**config.mk**
```make
export PLATFORM = sky130hd
export DESIGN_NAME = ghd_ctrl
export DESIGN_NICKNAME = d
export VERILOG_FILES = /design/src/ghd_pkg.sv /design/src/ghd_ctrl.sv
export VERILOG_INCLUDE_DIRS = /design/src /design/src/src
export SDC_FILE = /design/constraint.sdc
export NUM_CORES = 1
export LEC_CHECK = 0
export BUFFER_PORTS_ARGS = -buffer_cell sky130_fd_sc_hd__buf_4
export CAP_MARGIN = 5
export CORE_UTILIZATION = 45
export DETAILED_ROUTE_END_ITERATION = 8
export GPL_TIMING_DRIVEN = 0
export PLACE_DENSITY = 0.69
export SYNTH_ARGS = -nofsm -noshare
export SYNTH_HDL_FRONTEND = slang
export SYNTH_SLANG_ARGS = --single-unit
```
**constraint.sdc**
```tcl
create_clock -name clk -period 2.1 [get_ports clk]
set_clock_uncertainty 0.2 [all_clocks]
set_input_delay 0.105 -clock clk [delete_from_list [all_inputs] [get_ports clk]]
set_output_delay 0.105 -clock clk [all_outputs]
set_load 0.05 [all_outputs]
```
**src/grid_heat_diffusion_step_defines.svh**
```systemverilog
// Assertion macros shared by the grid heat diffusion RTL.
// No dependencies; included by the modules that carry checks.
`ifndef GRID_HEAT_DIFFUSION_STEP_DEFINES_SVH
`define GRID_HEAT_DIFFUSION_STEP_DEFINES_SVH
`ifndef SYNTHESIS
`define GHD_ASSERT(lbl, clk, rstn, expr) \
	lbl: assert property (@(posedge clk) disable iff (!rstn) (expr)) \
		else $error("ghd assertion failed");
`define GHD_ASSERT_NEXT(lbl, clk, rstn, ante, cons) \
	lbl: assert property (@(posedge clk) disable iff (!rstn) (ante) |=> (cons)) \
		else $error("ghd assertion failed");
`else
`define GHD_ASSERT(lbl, clk, rstn, expr)
`define GHD_ASSERT_NEXT(lbl, clk, rstn, ante, cons)
`endif
`endif

```
**src/ghd_pkg.sv**
```systemverilog
// Types and constants for the grid heat diffusion block.
// No dependencies.
package ghd_pkg;
	localparam logic [1:0] OP_RESTART = 2'd0;
	localparam logic [1:0] OP_STEP    = 2'd1;
	localparam logic [1:0] OP_READ    = 2'd2;

	localparam logic [1:0] REG_COEFF  = 2'd0;
	localparam logic [1:0] REG_BORDER = 2'd1;
	localparam logic [1:0] REG_SOURCE = 2'd2;
	localparam logic [1:0] REG_START  = 2'd3;

	localparam int COEF_W = 14;
	localparam int TEMP_W = 31;
	localparam int SRC_W  = 20;
	localparam int CFG_W  = 31;
	localparam int CELL_W = 32;
	localparam int D_W    = CELL_W + COEF_W - 16;

	localparam logic [COEF_W-1:0] COEF_RST   = 14'd13107;
	localparam logic [TEMP_W-1:0] BORDER_RST = 31'd1228800;
	localparam logic [SRC_W-1:0]  SOURCE_RST = 20'd40960;
	localparam logic [TEMP_W-1:0] START_RST  = 31'd1228800;

	// 273 K in Q20.12
	localparam logic [CELL_W:0] KELVIN_OFS = 33'd1118208;

	typedef struct packed {
		logic [1:0] operation;
		logic [6:0] row;
		logic [6:0] col;
	} req_t;

	typedef struct packed {
		logic signed [31:0] celsius_value;
		logic               in_range;
	} rsp_t;

	typedef struct packed {
		logic load_in;    // latch request, clear result
		logic fill;       // write fill value at sweep address
		logic fill_reset; // fill with reset temperature
		logic rd_en;      // RAM read this cycle
		logic read_op;    // read address from latched row/col
		logic capture;    // read data valid, build result
		logic push;       // sweep element enters stencil pipe
		logic out_load;   // move result into output register
	} cmd_t;

	typedef struct packed {
		logic busy;       // stencil pipe holds work
	} sts_t;
endpackage

```
**src/ghd_ctrl.sv**
```systemverilog
// Controller: sequences reset clear, restart fill, step sweep and reads.
// Depends on ghd_pkg and the assertion macro header.
`include "grid_heat_diffusion_step_defines.svh"
module ghd_ctrl #(
	parameter int GRID_SIZE = 64,
	parameter int SIDE      = GRID_SIZE + 2,
	parameter int CELLS     = SIDE * SIDE,
	parameter int AW        = $clog2(CELLS),
	parameter int RC_W      = $clog2(SIDE + 1)
) (
	input  logic            clk,
	input  logic            arst_n,
	input  logic            req_valid,
	output logic            req_ready,
	input  logic [1:0]      operation,
	output logic            rsp_valid,
	input  logic            rsp_ready,
	output ghd_pkg::cmd_t   cmd,
	input  ghd_pkg::sts_t   sts,
	output logic [AW-1:0]   sweep_addr,
	output logic [RC_W-1:0] sweep_row,
	output logic [RC_W-1:0] sweep_col
);
	import ghd_pkg::*;

	localparam int CNT_W = $clog2(CELLS + SIDE);

	localparam logic [2:0] ST_INIT  = 3'd0;
	localparam logic [2:0] ST_IDLE  = 3'd1;
	localparam logic [2:0] ST_FILL  = 3'd2;
	localparam logic [2:0] ST_STEP  = 3'd3;
	localparam logic [2:0] ST_DRAIN = 3'd4;
	localparam logic [2:0] ST_RD_A  = 3'd5;
	localparam logic [2:0] ST_RD_B  = 3'd6;
	localparam logic [2:0] ST_DONE  = 3'd7;

	logic [2:0]       state_q, state_d;
	logic [CNT_W-1:0] cnt_q;
	logic [RC_W-1:0]  row_q, col_q;
	logic             last_fill, last_sweep, cnt_clr, out_ok;

	assign last_fill  = cnt_q == CNT_W'(CELLS - 1);
	assign last_sweep = cnt_q == CNT_W'(CELLS + SIDE - 1);
	assign req_ready  = state_q == ST_IDLE;
	assign out_ok     = !rsp_valid || rsp_ready;
	assign sweep_addr = cnt_q[AW-1:0];
	assign sweep_row  = row_q;
	assign sweep_col  = col_q;

	always_comb begin
		state_d        = state_q;
		cmd            = '0;
		cnt_clr        = 1'b0;
		case (state_q)
			ST_INIT: begin
				cmd.fill       = 1'b1;
				cmd.fill_reset = 1'b1;
				if (last_fill) begin
					state_d = ST_IDLE;
					cnt_clr = 1'b1;
				end
			end
			ST_IDLE: begin
				cnt_clr = 1'b1;
				if (req_valid) begin
					cmd.load_in = 1'b1;
					case (operation)
						OP_RESTART: state_d = ST_FILL;
						OP_STEP:    state_d = ST_STEP;
						OP_READ:    state_d = ST_RD_A;
						default:    state_d = ST_DONE;
					endcase
				end
			end
			ST_FILL: begin
				cmd.fill = 1'b1;
				if (last_fill) begin
					state_d = ST_DONE;
				end
			end
			ST_STEP: begin
				cmd.push  = 1'b1;
				cmd.rd_en = cnt_q < CNT_W'(CELLS);
				if (last_sweep) begin
					state_d = ST_DRAIN;
				end
			end
			ST_DRAIN: begin
				if (!sts.busy) begin
					state_d = ST_DONE;
				end
			end
			ST_RD_A: begin
				cmd.rd_en   = 1'b1;
				cmd.read_op = 1'b1;
				state_d     = ST_RD_B;
			end
			ST_RD_B: begin
				cmd.capture = 1'b1;
				state_d     = ST_DONE;
			end
			ST_DONE: begin
				if (out_ok) begin
					cmd.out_load = 1'b1;
					state_d      = ST_IDLE;
				end
			end
			default: state_d = ST_IDLE;
		endcase
	end

	always_ff @(posedge clk or negedge arst_n) begin
		if (!arst_n) begin
			state_q   <= ST_INIT;
			cnt_q     <= '0;
			row_q     <= '0;
			col_q     <= '0;
			rsp_valid <= 1'b0;
		end else begin
			state_q <= state_d;
			if (cnt_clr) begin
				cnt_q <= '0;
				row_q <= '0;
				col_q <= '0;
			end else begin
				cnt_q <= cnt_q + CNT_W'(1);
				if (col_q == RC_W'(SIDE - 1)) begin
					col_q <= '0;
					row_q <= row_q + RC_W'(1);
				end else begin
					col_q <= col_q + RC_W'(1);
				end
			end
			if (cmd.out_load) begin
				rsp_valid <= 1'b1;
			end else if (rsp_ready) begin
				rsp_valid <= 1'b0;
			end
		end
	end

	`GHD_ASSERT(a_ready_pipe_empty, clk, arst_n, !req_ready || !sts.busy)
	`GHD_ASSERT(a_fill_no_push, clk, arst_n, !(cmd.fill && cmd.push))
	`GHD_ASSERT_NEXT(a_load_shows, clk, arst_n, cmd.out_load, rsp_valid)
	`GHD_ASSERT_NEXT(a_step_drains, clk, arst_n, state_q == ST_STEP && last_sweep, sts.busy)
endmodule
```
**Word level (Yosys, flattened, before mapping)**

Cells that the tools add are included.

- Add/subtract/negate cells: 3
- Reduce and logical (&&, ||, !) cells: 8
- Muxes and demuxes: 27
- Equality and inequality tests: 18
- Order comparisons: 1

Operators with widths:

| kind | number |
|---|---|
| $mux 7 | 4 |
| $eq 13x13->1 const B | 2 |
| $pmux 3 s8 | 1 |
| $mux 3 | 6 |
| $add 7x1->7 const B | 2 |
| $add 13x1->13 const B | 1 |
| $lt 13x13->1 const B | 1 |
| $mux 13 | 1 |
| $eq 3x3->1 const B | 4 |
| $mux 1 | 12 |
| $ne 2x2->1 const B | 6 |
| $pmux 3 s3 | 1 |
| $eq 7x7->1 const B | 1 |
| $eq 3x2->1 const B | 2 |
| $reduce_and 6->1 | 1 |
| $pmux 1 s2 | 2 |
| $reduce_bool 2->1 | 2 |
| $eq 3x1->1 const B | 1 |
| $logic_not 3->1 | 1 |
| $eq 2x1->1 const B | 1 |
| $eq 2x2->1 const B | 1 |
| $logic_not 2->1 | 1 |
| $reduce_or 2->1 | 1 |
| $logic_not 1->1 | 1 |
| $logic_or 1x1->1 | 1 |

- Output and inout bits: 37
- Input bits: 7
- Logic and storage cells: 62
- Flip-flop bits (word level): 31

**Logic depth before layout (Yosys ltp)**

Gate-level depths: netlist of the first run.

- Depth after elaboration: 5
- Mapped depth: 7
- Mapped depth without buffers: 6

**Worst setup path after synthesis of the first run**

OpenSTA, ideal clock, no wires.

- Path kind: reg-to-output
- Start: register state_q[0]
- End: output cmd[2] (netlist bit)
- Data required time: 1795 ps
- Path buffers: 1
- Setup slack: 33 ps
- Stages on the path, launching flop included: 3
- Arrival time: 1762 ps
- Path through: dfrtp_1 > buf_1 > nor3b_1

RTL lines:

| item | RTL line | source |
|---|---|---|
| start: declaration | ghd_ctrl.sv:37 | `logic [2:0] state_q, state_d;` |
| start signal: assignment | ghd_ctrl.sv:120 | `state_q <= state_d;` |
| end: declaration | ghd_ctrl.sv:18 | `output ghd_pkg::cmd_t cmd,` |

==> results.md, run 1 <==
* Average detailed-routed wire length per instance at ~13 µm
* Source of the worst hold timing path: operation[1]
* Critical setup path kind: flop to output port
* Clk buf depth at 2
* Die Ht at between 60 and 70 µm
* Core Area at roughly 3700 µm²
* Path category of the worst min-delay check: input pin to flop
* Maximum vdd ir drop at roughly 0.44 mV
* Antenna violations before repair at 0
* Most crowded layer after global routing: met2
* Clock tree root buffer cell: sky130_fd_sc_hd__clkbuf_8
* Dpl cells at between 200 and 300
* Minimum setup slack among reg-to-reg paths at 170 ps
* Initial cell density of the core at about 47%
* Area of the die at around 4100 µm²
* Final design utilization at slightly above 60%
* Wire length of the first global-routing pass at approximately 6.3 mm
* ANT cells at 0
* Number of instances in the synthesized netlist at about 180
* Yosys warnings at 0
* Clock-pin slew of the registers on the worst-case setup and hold paths at 60 ps
* Max Cap Viol at 0
* Via total after detailed routing at 1452
* Post-route ant nets at 0
* Crit. End Element: output port
* Detail Placement HPWL at around 2.7 mm
* First-pass DRT Iterations at 4
* Origin of the critical flop-to-flop path: sweep_addr[0]$_DFF_PN0_
* Number of pins with negative max-slew slack in the final report at 0
* Net total in the final layout at about 250
* Num rows at 22
* Largest net degree at the start of global routing at 32
* Time the final worst path needs with I/O delays and setup at roughly 2000 ps
* Count of routing violations after the opening detailed-route iteration at 84
* Met1 Track Usage GR at 24.7%
* Final cell count without fillers at around 290
* Proportion of layout cells with a drive suffix above 1 at about 27%
* Data required time of the critical path at roughly 1800 ps
* Max-slew headroom at 70.0%
* Area of all placed cells without fillers at about 2200 µm²
* Number of cells traversed by the worst hold path at 5
* Area of the mapped netlist at around 1700 µm²
* Max H-tree Level at 2
* Source-to-sink clock delay at the later pin of the worst-skew pair at around 280 ps
* Achievable Freq at 0.505 GHz
* Destination of the worst hold path: state_q[2]$_DFFE_PN0P_
* Worst reg2reg path depth at 6
* Unique cell type count in the Yosys netlist at 36
* Detailed Route WL at around 3.6 mm
* Capturing point of the worst reg2reg path: sweep_row[4]$_DFFE_PN0P_
* Pwr per Cell Area at approximately 480 nW/µm²
* Worst EP arrival at approximately 1700 ps
* Worst Tran Pin Value at between 400 and 500 ps
* CTS Buf Count at 5
* CP Launch Type: flop
* Total track usage at between 20% and 30%
* Largest driver fanout on the critical path at 5
* Total congestion overflow after global routing at 0
* Final cycle utilization of the critical path at between 90% and 100%
* Die width at around 64 µm
* Worst Hold Slack at approximately 18 ps
* Number of global-route vias before repair at approximately 1400
* Clock tree from TritonCTS: built
* Vias per cell at 5.08
* Count of state elements after synthesis at 31
* Count of endpoints failing hold in the final timing report at 0
* Met2 routing resource usage after global routing at around a third
* Fraction of the yosys area taken by sequential cells at between 40 and 50%
* Static Leakage at approximately 1.0 nW
* Layout-stage area growth over the synthesis result at 28.9%
* I/O pin total at 44
* Number of DRC violations after detailed routing at 0
* Met3 Usage GRT at 7.14%
* Quantity of I/O buffers inserted on ports at 43
* Run status: finished clean
* Post-synthesis area per instance at approximately 9.4 µm²
* Synthesized netlist net count at just under 200
* Global placer's final weighted congestion at ~0.8
* Area after DPL at roughly 2100 µm²
* Min setup slack post-route at about 120 ps
* Setup slack after placement at about 75 ps
* Total of endpoints with negative setup slack in the final report at 0
* Sink count of the clock tree at 31
==> synth_stat cells <==
cell type	instances	area, µm²
sky130_fd_sc_hd__nor2b_1	2	12.5
sky130_fd_sc_hd__mux2i_1	2	20.0
sky130_fd_sc_hd__o31ai_1	1	7.51
sky130_fd_sc_hd__xnor2_1	12	105
sky130_fd_sc_hd__nand4_2	1	12.5
sky130_fd_sc_hd__o21ai_0	2	10.0
sky130_fd_sc_hd__nand2_1	14	52.6
sky130_fd_sc_hd__nor4_4	2	42.5
sky130_fd_sc_hd__buf_2	3	15.0
sky130_fd_sc_hd__inv_1	10	37.5
sky130_fd_sc_hd__and3_1	5	31.3
sky130_fd_sc_hd__nor4_1	3	18.8
sky130_fd_sc_hd__o21ai_1	1	5.00
sky130_fd_sc_hd__o2111a_1	1	11.3
sky130_fd_sc_hd__and2_0	1	6.26
sky130_fd_sc_hd__a221oi_2	1	15.0
sky130_fd_sc_hd__and4b_1	1	10.0
sky130_fd_sc_hd__ha_1	5	62.6
sky130_fd_sc_hd__buf_1	1	3.75
sky130_fd_sc_hd__clkbuf_2	1	5.00
sky130_fd_sc_hd__nand4_1	5	31.3
sky130_fd_sc_hd__a21oi_1	4	20.0
sky130_fd_sc_hd__and4_1	3	26.3
sky130_fd_sc_hd__dfrtp_1	31	776
sky130_fd_sc_hd__nor3_1	3	15.0
sky130_fd_sc_hd__nand3_1	9	45.0
sky130_fd_sc_hd__nor2_1	36	135
sky130_fd_sc_hd__or2_2	2	12.5
sky130_fd_sc_hd__a41oi_1	1	8.76
sky130_fd_sc_hd__and2_1	4	25.0
sky130_fd_sc_hd__nor3b_1	3	22.5
sky130_fd_sc_hd__xor2_1	10	87.6
sky130_fd_sc_hd__o21ai_4	1	16.3
sky130_fd_sc_hd__clkbuf_1	1	3.75
sky130_fd_sc_hd__nand2b_1	1	6.26
sky130_fd_sc_hd__o221ai_2	1	15.0
==> metal layers <==
metal  up-vias  share of wire [%]
met5         -                  0
met4         0                1.0
met3         5                4.0
met2        26                 50
met1       694                 45
li1        727                  -
==> metrics by stage <==
stage	TNS, ps	power, mW
after floorplan	0	0.612
after global placement	0	0.634
after detailed placement	0	0.634
after CTS	0	1.08
after global routing	-8.90	1.11
final	0	1.06
==> cells by family after synthesis <==
logic type / after synthesis / synth area share [%]
AND/OR/NAND/NOR: 95 / 29.2
flip-flops: 31 / 44.8
XOR/XNOR: 22 / 11.1
buffers and inverters: 16 / 3.76
AO/OA/AOI/OAI: 13 / 6.29
adder cells (fa/ha/maj): 5 / 3.62
multiplexers: 2 / 1.16
==> worst max-delay path by stage <==
stage,startpoint,end,slack (ps),cells after the start
after floorplan,state_q[0]$_DFFE_PN0P_,cmd[2],30,2
after detailed placement,sweep_addr[0]$_DFF_PN0_,sweep_col[5]$_DFF_PN0_,70,5
after CTS,sweep_addr[5]$_DFF_PN0_,cmd[4],40,5
after global routing,sweep_addr[0]$_DFF_PN0_,sweep_addr[12]$_DFF_PN0_,-9,6
after global placement,sweep_addr[0]$_DFF_PN0_,sweep_col[3]$_DFF_PN0_,110,5
final,sweep_addr[7]$_DFF_PN0_,cmd[4],120,5
==> registers in the layout, summed over array words and instances (netlist names) <==
signal	cells
state_q	3
sweep_row	7
sweep_col	7
sweep_addr	13
rsp_valid	1
==> cells in the final DEF (no fill, tap or decap), types with 2 or more instances in the layout <==
| master | count |
|---|---|
| sky130_fd_sc_hd__a21oi_1 | 4 |
| sky130_fd_sc_hd__and2_1 | 4 |
| sky130_fd_sc_hd__and3_1 | 5 |
| sky130_fd_sc_hd__and4_1 | 3 |
| sky130_fd_sc_hd__buf_2 | 3 |
| sky130_fd_sc_hd__buf_4 | 44 |
| sky130_fd_sc_hd__clkbuf_1 | 3 |
| sky130_fd_sc_hd__clkbuf_8 | 5 |
| sky130_fd_sc_hd__dfrtp_1 | 31 |
| sky130_fd_sc_hd__dlygate4sd3_1 | 2 |
| sky130_fd_sc_hd__ha_1 | 5 |
| sky130_fd_sc_hd__inv_1 | 10 |
| sky130_fd_sc_hd__mux2i_1 | 2 |
| sky130_fd_sc_hd__nand2_1 | 14 |
| sky130_fd_sc_hd__nand3_1 | 9 |
| sky130_fd_sc_hd__nand4_1 | 5 |
| sky130_fd_sc_hd__nor2_1 | 36 |
| sky130_fd_sc_hd__nor2b_1 | 2 |
| sky130_fd_sc_hd__nor3_1 | 2 |
| sky130_fd_sc_hd__nor3b_1 | 3 |
| sky130_fd_sc_hd__nor4_1 | 3 |
| sky130_fd_sc_hd__nor4_4 | 2 |
| sky130_fd_sc_hd__o21ai_0 | 2 |
| sky130_fd_sc_hd__or2_2 | 2 |
| sky130_fd_sc_hd__xnor2_1 | 12 |
| sky130_fd_sc_hd__xor2_1 | 10 |
==> report_power, final <==
group          total (mW)  internal [mW]         switching [mW]
clock               0.438          0.232                  0.206
combinational      0.0278         0.0118                 0.0160
sequential          0.597          0.597  0.0000000000000000816
==> critical path: stages (launching register included) <==
cell	delay, ps
sky130_fd_sc_hd__dfrtp_1	450
sky130_fd_sc_hd__nor4_4	320
sky130_fd_sc_hd__a21oi_1	100
sky130_fd_sc_hd__nor2b_1	120
sky130_fd_sc_hd__o2111a_1	210
sky130_fd_sc_hd__buf_4	200
==> area by class of cell <==
cell class / instances / area (µm²)
well taps: 48 / 60.1
inverters: 10 / 37.5
repair buffers: 46 / 350
fillers: 358 / 1430
multi-input cells: 137 / 898
plain buffers: 6 / 27.5
clock inverters: 1 / 5.00
flip-flops and latches: 31 / 776
clock buffers: 7 / 76.3
==> timing repair <==
action                     CTS  global route
buffers inserted             0             1
hold endpoints to repair    32             0
hold buffers                 2             0
gates resized for setup      0             2
setup endpoints to repair    0             8
(Power assumes the default switching activity.)
==> run 2: changes to the inputs <==
- CORE_UTILIZATION: 45 -> 50
- PLACE_DENSITY: 0.69 -> 0.76
==> run 2 against run 1 <==
Net effect:
- die area is 9.7% lower
- hold slack better by 16 ps
- non-clock buffer count increased by 2
- register-to-register slack worse by 20 ps
- worst setup slack got worse by 77 ps
- cell area is 0.28% lower
- sequential share of layout area up 0.21 points
==> results.md, run 2 (synthesis gave the netlist of run 1 again) <==
* Leading cell types in the layout, fill and taps excluded: 43 x sky130_fd_sc_hd__buf_4, 36 x sky130_fd_sc_hd__nor2_1, 29 x sky130_fd_sc_hd__dfrtp_1 (was 44 x sky130_fd_sc_hd__buf_4, 36 x sky130_fd_sc_hd__nor2_1, 31 x sky130_fd_sc_hd__dfrtp_1)
* Post-route ant nets at 0 (unchanged)
* First-pass DRT Iterations at 4 (unchanged)
* Detail Placement HPWL at 2.72 mm (was 2.67 mm)
* Total track usage at 22.6% (was 20.2%)
* Via total after detailed routing at 1507 (was 1452)
* Critical setup path kind: flop to output port (unchanged)
* Core Area at 3180 µm² (was 3660 µm²)
* Number of DRC violations after detailed routing at 0 (unchanged)
* CP Launch Type: flop (unchanged)
* ANT cells at 0 (unchanged)
* Sink count of the clock tree at 31 (unchanged)
* Wire length of the first global-routing pass at 6.05 mm (was 6.35 mm)
* Source of the critical timing path: sweep_addr[4]$_DFF_PN0_ (was sweep_addr[7]$_DFF_PN0_)
* Path category of the worst min-delay check: input pin to async pin (was input pin to flop)
* Clock-pin slew of the registers on the worst-case setup and hold paths at 100 ps (was 60 ps)
* Max H-tree Level at 2 (unchanged)
* Min setup slack post-route at 44.6 ps (was 122 ps)
* Vias per cell at 5.31 (was 5.08)
* Count of endpoints failing hold in the final timing report at 0 (unchanged)
* Commonest non-fill, non-tap cell in the layout: sky130_fd_sc_hd__buf_4 (unchanged)
* Die width at 60.8 µm (was 64.0 µm)
* Data required time of the critical path at 1790 ps (about the same)
* Maximum vdd ir drop at 0.386 mV (was 0.442 mV)
* Source-to-sink clock delay at the later pin of the worst-skew pair at 330 ps (was 280 ps)
* Crit. End Element: output port (unchanged)
* Final design utilization at 70.0% (was 60.9%)
* Detailed Route WL at 3.72 mm (was 3.63 mm)
* Worst Hold Slack at 34.4 ps (was 18.1 ps)
* Pwr per Cell Area at 430 nW/µm² (was 477 nW/µm²)
* Time the final worst path needs with I/O delays and setup at 2060 ps (was 1980 ps)
* Clock tree root buffer cell: sky130_fd_sc_hd__clkbuf_4 (was sky130_fd_sc_hd__clkbuf_8)
* Worst Tran Pin Value at 392 ps (was 450 ps)
* Static Leakage at 1.05 nW (was 1.04 nW)
* Net total in the final layout at 251 (was 249)
* Area of the die at 3700 µm² (was 4100 µm²)
* Setup slack after placement at 97.6 ps (was 74.6 ps)
* Initial cell density of the core at 54.4% (was 47.3%)
* Global placer's final weighted congestion at 0.853 (was 0.790)
* Number of pins with negative max-slew slack in the final report at 0 (unchanged)
* Antenna violations before repair at 0 (unchanged)
* Die Ht at 60.8 µm (was 64.0 µm)
* Largest net degree at the start of global routing at 32 (unchanged)
* I/O pin total at 44 (unchanged)
* Max-slew headroom at 73.9% (was 70.0%)
* Run status: finished clean (unchanged)
* Proportion of layout cells with a drive suffix above 1 at 28.7% (was 26.9%)
* Layout-stage area growth over the synthesis result at 28.6% (was 28.9%)
* Origin of the critical flop-to-flop path: sweep_addr[0]$_DFF_PN0_ (unchanged)
* Worst EP arrival at 1750 ps (was 1670 ps)
* Count of routing violations after the opening detailed-route iteration at 62 (was 84)
* Total congestion overflow after global routing at 0 (unchanged)
* Post-route total power at 0.957 mW (was 1.06 mW)
* Clk buf depth at 2 (unchanged)
* Max Cap Viol at 0 (unchanged)
* Quantity of I/O buffers inserted on ports at 43 (unchanged)
* Number of inserted filler cells in the final layout at 282 (was 358)
* Clock tree from TritonCTS: built (unchanged)
* Num rows at 20 (was 22)
* CTS Buf Count at 5 (unchanged)
* Largest driver fanout on the critical path at 5 (unchanged)
* Final cycle utilization of the critical path at 97.9% (was 94.2%)
* Achievable Freq at 0.487 GHz (was 0.505 GHz)
* Unrepaired setup endpoints after global routing: true
* Total of endpoints with negative setup slack in the final report at 0 (unchanged)
* Average detailed-routed wire length per instance at 13.1 µm (was 12.7 µm)
* Worst reg2reg path depth at 6 (unchanged)
* Flip-flop count of the largest register after layout at 13 (unchanged)
* Number of global-route vias before repair at 1412 (was 1396)
==> run 2: changes by cell type in the layout (fill, tap and decap cells not counted) <==
cell / delta
sky130_fd_sc_hd__clkbuf_8: -5
sky130_fd_sc_hd__buf_4: -1
sky130_fd_sc_hd__dfrtp_1: -2
sky130_fd_sc_hd__clkbuf_4: +5
sky130_fd_sc_hd__buf_1: -1
sky130_fd_sc_hd__clkbuf_2: +1
sky130_fd_sc_hd__dfrtp_2: +2
sky130_fd_sc_hd__dlygate4sd3_1: +2
sky130_fd_sc_hd__clkinv_2: +2
sky130_fd_sc_hd__clkbuf_1: -2
sky130_fd_sc_hd__buf_6: +1
==> run 2: metal layers <==
| layer | wire length, µm | part of all wire, % | track usage (%) |
|---|---|---|---|
| met3 | 194 | 5.2 | 7.04 |
| met5 | 0 | 0 | 0 |
| met4 | 40 | 1.1 | 9.09 |
| met1 | 1640 | 44 | 27.3 |
| met2 | 1840 | 49 | 37.5 |
==> run 2: layout make-up <==
class | count | area, µm² | area share [%]
inverter | 10 | 37.5 | 1.69
buffer | 6 | 28.8 | 1.29
clock buffer | 5 | 37.5 | 1.69
multi-input combinational | 137 | 898 | 40.4
tap | 44 | 55.1 | 2.47
sequential | 31 | 778 | 35.0
timing repair buffer | 48 | 374 | 16.8
clock inverter | 3 | 15.0 | 0.675
==> run 2: power by group <==
part	internal (mW)	leakage [nW]	switching, mW	total (mW)
Clock	0.124	0.0347	0.205	0.329
Combinational	0.0142	0.609	0.0175	0.0317
Sequential	0.596	0.404	0.0000000000000000905	0.596
==> run 2: repair_timing <==
| action | CTS | global route |
|---|---|---|
| gates resized for setup | 2 | 4 |
| hold endpoints to repair | 35 | 0 |
| pin swaps | 1 | 0 |
| endpoints found under the setup margin | 1 | 9 |
| hold buffers | 4 | 0 |
| buffers inserted | 1 | 0 |
| gates cloned | 0 | 0 |
==> run 2: worst paths after layout <==
path / end / slack, ps
max: cmd[4] / 40
min: sweep_col[3]$_DFF_PN0_ / 30
max reg2reg: sweep_addr[4]$_DFF_PN0_ / 150
min reg2reg: sweep_col[0]$_DFF_PN0_ / 330
max in group asynchronous: sweep_addr[5]$_DFF_PN0_ / 1360
min in group clk: state_q[0]$_DFFE_PN0P_ / 40
==> run 2: worst max-delay path: stages, from the launching register on <==
cell and delay, ps:
sky130_fd_sc_hd__dfrtp_2 470, sky130_fd_sc_hd__nor4_4 320, sky130_fd_sc_hd__a21oi_1 110, sky130_fd_sc_hd__nor2b_1 120, sky130_fd_sc_hd__o2111a_1 240, sky130_fd_sc_hd__buf_6 170
==> run 2: stage by stage <==
step,area [µm²],instances,setup TNS (ps)
after floorplan,1730,184,0
after global placement,2110,271,0
after detailed placement,2110,271,0
after CTS,2210,284,0
after global routing,2220,284,-42.6
final,2220,284,0
